**config.mk**
```make
export PLATFORM = sky130hd
export DESIGN_NAME = rsakd_divider
export DESIGN_NICKNAME = d
export VERILOG_FILES = /design/src/rtl/core/rsakd_pkg.sv /design/src/rtl/core/rsakd_divider.sv
export SDC_FILE = /design/constraint.sdc
export NUM_CORES = 1
export LEC_CHECK = 0
export BUFFER_PORTS_ARGS = -buffer_cell sky130_fd_sc_hd__buf_2
export CORE_MARGIN = 2
export CORE_UTILIZATION = 37
export CTS_CLUSTER_DIAMETER = 120
export DETAILED_ROUTE_END_ITERATION = 16
export GPL_ROUTABILITY_DRIVEN = 0
export GPL_TIMING_DRIVEN = 0
export PLACE_DENSITY = 0.6
export SYNTH_ARGS = -nofsm -noshare
export SYNTH_HDL_FRONTEND = slang
export SYNTH_SLANG_ARGS = --single-unit
```
**constraint.sdc**
```tcl
create_clock -name clk_i -period 3.43 [get_ports clk_i]
set_input_delay 0.343 -clock clk_i [delete_from_list [all_inputs] [get_ports clk_i]]
set_output_delay 0.343 -clock clk_i [all_outputs]
set_load 0.05 [all_outputs]
```
**src/rtl/core/rsakd_pkg.sv**
```systemverilog
// Package with shared constants and types of the RSA key derivation block.
package rsakd_pkg;
  localparam int unsigned PrimeBitsDef = 32;
  localparam int unsigned WordBits     = 64;

  localparam logic [2:0] StatusOk        = 3'd0;
  localparam logic [2:0] StatusSmall     = 3'd1;
  localparam logic [2:0] StatusNotCoprim = 3'd2;
  localparam logic [2:0] StatusPComp     = 3'd3;
  localparam logic [2:0] StatusQComp     = 3'd4;

  // Request and answer of the shared divider.
  typedef struct packed {
    logic              start;
    logic [WordBits-1:0] dividend;
    logic [WordBits-1:0] divisor;
  } div_req_t;

  typedef struct packed {
    logic              done;
    logic [WordBits-1:0] quot;
    logic [WordBits-1:0] rem;
  } div_rsp_t;
endpackage

```
**src/rtl/core/rsakd_divider.sv**
```systemverilog
// Bit-serial restoring divider, one quotient bit per cycle.
module rsakd_divider
  import rsakd_pkg::*;
(
  input  logic     clk_i,
  input  logic     rst_ni,
  input  div_req_t req_i,
  output div_rsp_t rsp_o
);
  localparam int unsigned CntBits = $clog2(WordBits);

  logic                busy_q, busy_d;
  logic                done_q, done_d;
  logic [CntBits-1:0]  cnt_q, cnt_d;
  logic [WordBits-1:0] quo_q, quo_d;
  logic [WordBits-1:0] rem_q, rem_d;
  logic [WordBits-1:0] dsr_q, dsr_d;
  logic [WordBits:0]   trial;
  logic [WordBits:0]   shifted;

  // One restoring step: shift in next dividend bit, subtract when it fits.
  always_comb begin
    busy_d  = busy_q;
    done_d  = 1'b0;
    cnt_d   = cnt_q;
    quo_d   = quo_q;
    rem_d   = rem_q;
    dsr_d   = dsr_q;
    shifted = {rem_q, quo_q[WordBits-1]};
    trial   = shifted - {1'b0, dsr_q};
    if (req_i.start) begin
      busy_d = 1'b1;
      cnt_d  = '0;
      quo_d  = req_i.dividend;
      rem_d  = '0;
      dsr_d  = req_i.divisor;
    end else if (busy_q) begin
      if (!trial[WordBits]) begin
        rem_d = trial[WordBits-1:0];
        quo_d = {quo_q[WordBits-2:0], 1'b1};
      end else begin
        rem_d = shifted[WordBits-1:0];
        quo_d = {quo_q[WordBits-2:0], 1'b0};
      end
      cnt_d = cnt_q + 1'b1;
      if (cnt_q == CntBits'(WordBits - 1)) begin
        busy_d = 1'b0;
        done_d = 1'b1;
      end
    end
  end

  always_ff @(posedge clk_i or negedge rst_ni) begin
    if (!rst_ni) begin
      busy_q <= 1'b0;
      done_q <= 1'b0;
      cnt_q  <= '0;
    end else begin
      busy_q <= busy_d;
      done_q <= done_d;
      cnt_q  <= cnt_d;
    end
  end

  always_ff @(posedge clk_i) begin
    quo_q <= quo_d;
    rem_q <= rem_d;
    dsr_q <= dsr_d;
  end

  assign rsp_o.done = done_q;
  assign rsp_o.quot = quo_q;
  assign rsp_o.rem  = rem_q;
endmodule

```
=== After elaboration in Yosys (flattened, before gate mapping) ===
Index checks and enable logic that the tools add are counted.

* Input port bits: 131
* Memories: 0
* Bits in writable memories: 0
* Bits in registers: 200
* Output and inout bits: 129
* Bits in latches: 0
* ROM bits: 0

* Shift-type cells: 0
* Div/mod/pow operators: 0
* Order comparisons: 0
* Bitwise operators: 0
* Reductions and logical operators: 1
* Multiply operators: 0
* $add $sub $neg: 2
* Muxes and demuxes: 12
* Equality and inequality tests: 1

{| class="wikitable"
|+ Operators with widths
! operator !! count
|-
| 2-to-1 mux 64 bit || 3
|-
| subtractor 65 x 64 -> 65 bit || 1
|-
| 2-to-1 mux 6 bit || 2
|-
| 2-to-1 mux 1 bit || 7
|-
| adder 6 x 1 -> 6 bit, second input constant || 1
|-
| == test 6 bit, second input constant || 1
|-
| nonzero test 2 bit || 1
|}

=== Longest topological paths before layout ===
* Depth in word-level cells: 4
* Gate-level depth with buffers: 14
* Gate-level depth less buffers: 13

=== Worst setup path before layout ===
Ideal clock, no wire load.

* Path type: register to register
* From: reg quo_q[63]
* To: reg rem_q[61]
* Arrival: 3.241 ns
* Stages on the path, launching flop included: 15
* Period minus slack after synthesis: 3.366 ns
* Buffers on the path: 2
* Setup time: 0.126 ns
* Slack: 0.064 ns
* Cells stage by stage: edfxtp_1 > inv_1 > ha_1 > fa_1 > nand2b_1 > a21oi_1 > o211ai_2 > a31oi_1 > o21a_1 > o41ai_2 > or3_1 > buf_6 > buf_6 > a32oi_1 > o31ai_1

* Cells in the longest elaborated chain, start to end: 2

{| class="wikitable"
|+ Ends and longest elaborated chain
! what !! line !! RTL
|-
| start: declaration || rsakd_divider.sv:15 || <nowiki>logic [WordBits-1:0] quo_q, quo_d;</nowiki>
|-
| start signal: assignment || rsakd_divider.sv:66 || <nowiki>quo_q <= quo_d;</nowiki>
|-
| subtractor 65 x 64 -> 65 bit || rsakd_divider.sv:30 || <nowiki>trial = shifted - {1'b0, dsr_q};</nowiki>
|-
| 2-to-1 mux 64 bit || rsakd_divider.sv:38 || <nowiki>if (!trial[WordBits]) begin</nowiki>
|-
| end signal: assignment || rsakd_divider.sv:67 || <nowiki>rem_q <= rem_d;</nowiki>
|-
| end: declaration || rsakd_divider.sv:16 || <nowiki>logic [WordBits-1:0] rem_q, rem_d;</nowiki>
|}

Every way passes these cells.
A chain may end at the register's enable or synchronous reset.

=== Worst setup path after layout ===
* From: reg quo_q[63]
* To: reg rem_q[63]

The elaborated chain is that of the path after synthesis.

==> metrics <==
CTS tree yes; core area around 33000 um^2; final period utilization approximately 100%; EDFF count, synth roughly 130; Final Hold Viols 0; fin crit period ~3.3 ns; Worst Path Required approximately 3.8 ns; WS Path Type reg -> reg; Leak about 6.7 nW; Max-Cap Viols 0; Flop pwr share a little under half; first-pass GRT wire length around 60000 um; slew margin rel. 34.65%; Synth Area in Compound Gates ~20%; VDD IR max 0.4157 mV; gr ovfl total 0; vias roughly 11000; Main synth FF type edfxtp_1; number of clock sinks 200; Post-Layout Cell Count 2000; Async SR Flop Fraction 4.000%; Mapped Area ~12000 um^2; Yosys top cell area share a little under a third; Avg Cell Area, Syn approximately 9.9 um^2; starting DRC count in detailed routing 650; drt first pass iters 5; status finished clean; cell area power density 390.8 nW/um^2; layout cells sized above 1 between 30 and 40%; fmax between 0.2 and 0.3 GHz; post-layout util 45.99%; H-tree Lvls 4; crit end category register; Cell Area, Placed 14270 um^2; combinational family with the most area after synthesis compound AO/OA/AOI/OAI gates; placed cells a little under 2000; routed len/inst between 15 and 20 um; multiplexer area fraction after synthesis under 10%; Initial Utilization roughly 37%; top post-synthesis cells by area edfxtp_1 (31%), dfxtp_1 (10%), ha_1 (6.6%); synthesized instance count around 1200; Clock Pin Slew Worst Setup and Hold Paths ~0.08 ns; register area share after synthesis 42.97%; DRT antenna net count 0; Max Clock Skew between 0.01 and 0.015 ns; area grow syn2layout 23.50%; YS warnings 0; clk root buf clkbuf_16; Ports between 200 and 300; switching share of power between 30 and 40%; worst slew pin tran 0.9802 ns; # DRC 0; CTS buffer count 17; Worst EP arrival around 3.7 ns; # rows 67; die area approximately 35000 um^2; IO buf count between 200 and 300; dpl hpwl approximately 29000 um; Synth Register Bits 200; Clk pwr share between 30% and 40%; GRT Total Usage a little over a fifth; initial antenna violation count 2; DR vias/cell 5.353; P_int between 4 and 5 mW; adder-cell area share of the yosys netlist 6.724%; Clk Latency, worst-skew pair 0.46 ns; Post-Synth Simple-Gate Area 14.04%; clk buf depth 2; Gate power share 16.9%; Setup crit start kind register; nets between 1500 and 2000; worst hold path type in -> reg; Sw Pwr ~1.8 mW; Max Slew Vio Count 0; final setup violation count 0; Final TNS setup 0 ns; Die Ht approximately 190 um; Mapped Nets ~1400; vias in the first global route 10629; final instance area 15310 um^2; Die X between 150 and 200 um; WHS around 0.051 ns; largest net degree at the start of global routing 66; CP Max Fanout 4; final wirelength roughly 38000 um; cell type with the largest total area after synthesis edfxtp_1; Yosys cell types between 80 and 90; RSZ-0062 raised after global routing yes; xor-xnor portion of the synthesized cell area 4.028%
## flip-flops by register name, indices dropped and copies added (netlist names)
register and count:
done_q 1, dsr_q 64, rem_q 64, quo_q 64, busy_q 1, cnt_q 6
## layout by cell type (no fill, tap or decap), types with 20 or more instances in the layout
cell and n:
a21o_1 31, a21oi_1 83, a311oi_2 41, buf_2 276
clkbuf_1 32, dfxtp_1 63, edfxtp_1 128, ha_1 61
inv_1 81, mux2_2 64, nand2_1 135, nand3_1 21
nand4_1 20, nor2_1 104, o21ai_0 37, xnor2_1 33
xor2_1 24
## cell usage after synthesis (all sizes together), types with 33 or more instances
cell and count:
buf 37, o21ai 47, inv 82, a311oi 43, xnor2 33, edfxtp 128
nand2 147, mux2 65, dfxtp 64, a21oi 87, nor2 104, ha 65
clkbuf 35
## power by group through the flow
stage	clock [mW]	combinational [mW]	sequential [mW]
5_1_grt	2.32	1.09	2.81
2_1_floorplan	0	0.401	3.12
3_3_place_gp	0	0.970	2.85
6_report	2.18	1.01	2.79
3_5_place_dp	0	0.977	2.85
4_1_cts	2.24	0.994	2.80
## worst paths after layout
check	startpoint	to	slack, ns	depth (start not counted)
setup / recovery	quo_q[63]	rem_q[63]	0.09	12
hold / removal	req_i[54]	dsr_q[54]	0.05	1
setup reg to reg	quo_q[63]	rem_q[63]	0.09	12
hold reg to reg	rem_q[28]	rem_q[28]	0.53	2
max in group asynchronous	rst_ni	done_q	2.99	2
min in group asynchronous	rst_ni	cnt_q[3]	0.27	2
## per-layer routing
metal	global-route usage [%]	part of all wire, %	vias up
li1	-	-	5148
met1	27.12	42	5089
met2	36.59	48	422
met3	6.473	8.3	45
met4	5.952	1.8	2
met5	0	0.029	-
## metrics by stage
| step | worst slack, ns | total power [mW] |
|---|---|---|
| 2_1_floorplan | 0.06384 | 3.526 |
| 3_3_place_gp | -2.344 | 3.818 |
| 3_5_place_dp | -0.7565 | 3.825 |
| 4_1_cts | 0.001520 | 6.027 |
| 5_1_grt | -0.05978 | 6.218 |
| 6_report | 0.09383 | 5.981 |
## cell families (layout without fill, tap and decap cells)
group                    Yosys count  after routing
other                              0              2
flip-flops                       200            200
AND/OR/NAND/NOR                  376            376
buffers and inverters            155            456
multiplexers                      76             76
XOR/XNOR                          57             57
AO/OA/AOI/OAI                    319            319
adder cells (fa/ha/maj)           66             66
## worst max-delay path: stages (launching register included)
cell       delay (ns)
edfxtp_1         0.42
inv_1            0.06
ha_1             0.24
nor2b_1          0.17
o2111ai_1        0.24
a2111oi_4        0.49
o21ai_1          0.17
a211oi_2         0.42
nor3b_2          0.16
nor3b_4          0.34
a31oi_2          0.21
mux2i_1          0.16
a21oi_1          0.17
## final cells by class
| cell class | count | area [um^2] |
|---|---|---|
| fill | 3265 | 17970 |
| clock inverter | 14 | 181.4 |
| inverter | 83 | 311.5 |
| multi-input combinational | 894 | 6658 |
| clock buffer | 18 | 439.2 |
| sequential | 200 | 5326 |
| antenna | 2 | 5.005 |
| timing repair buffer | 271 | 1408 |
| tap | 448 | 560.5 |
| buffer | 70 | 416.7 |
## what timing repair did
| action | 4_1_cts | 5_1_grt |
|---|---|---|
| pin swaps | 6 | 15 |
| hold endpoints to repair | 8 | 0 |
| gates resized for setup | 13 | 55 |
| hold buffers | 1 | 0 |
| endpoints found under the setup margin | 105 | 65 |
| buffers inserted | 3 | 7 |
Note: power is estimated with default switching activity, not from simulation.
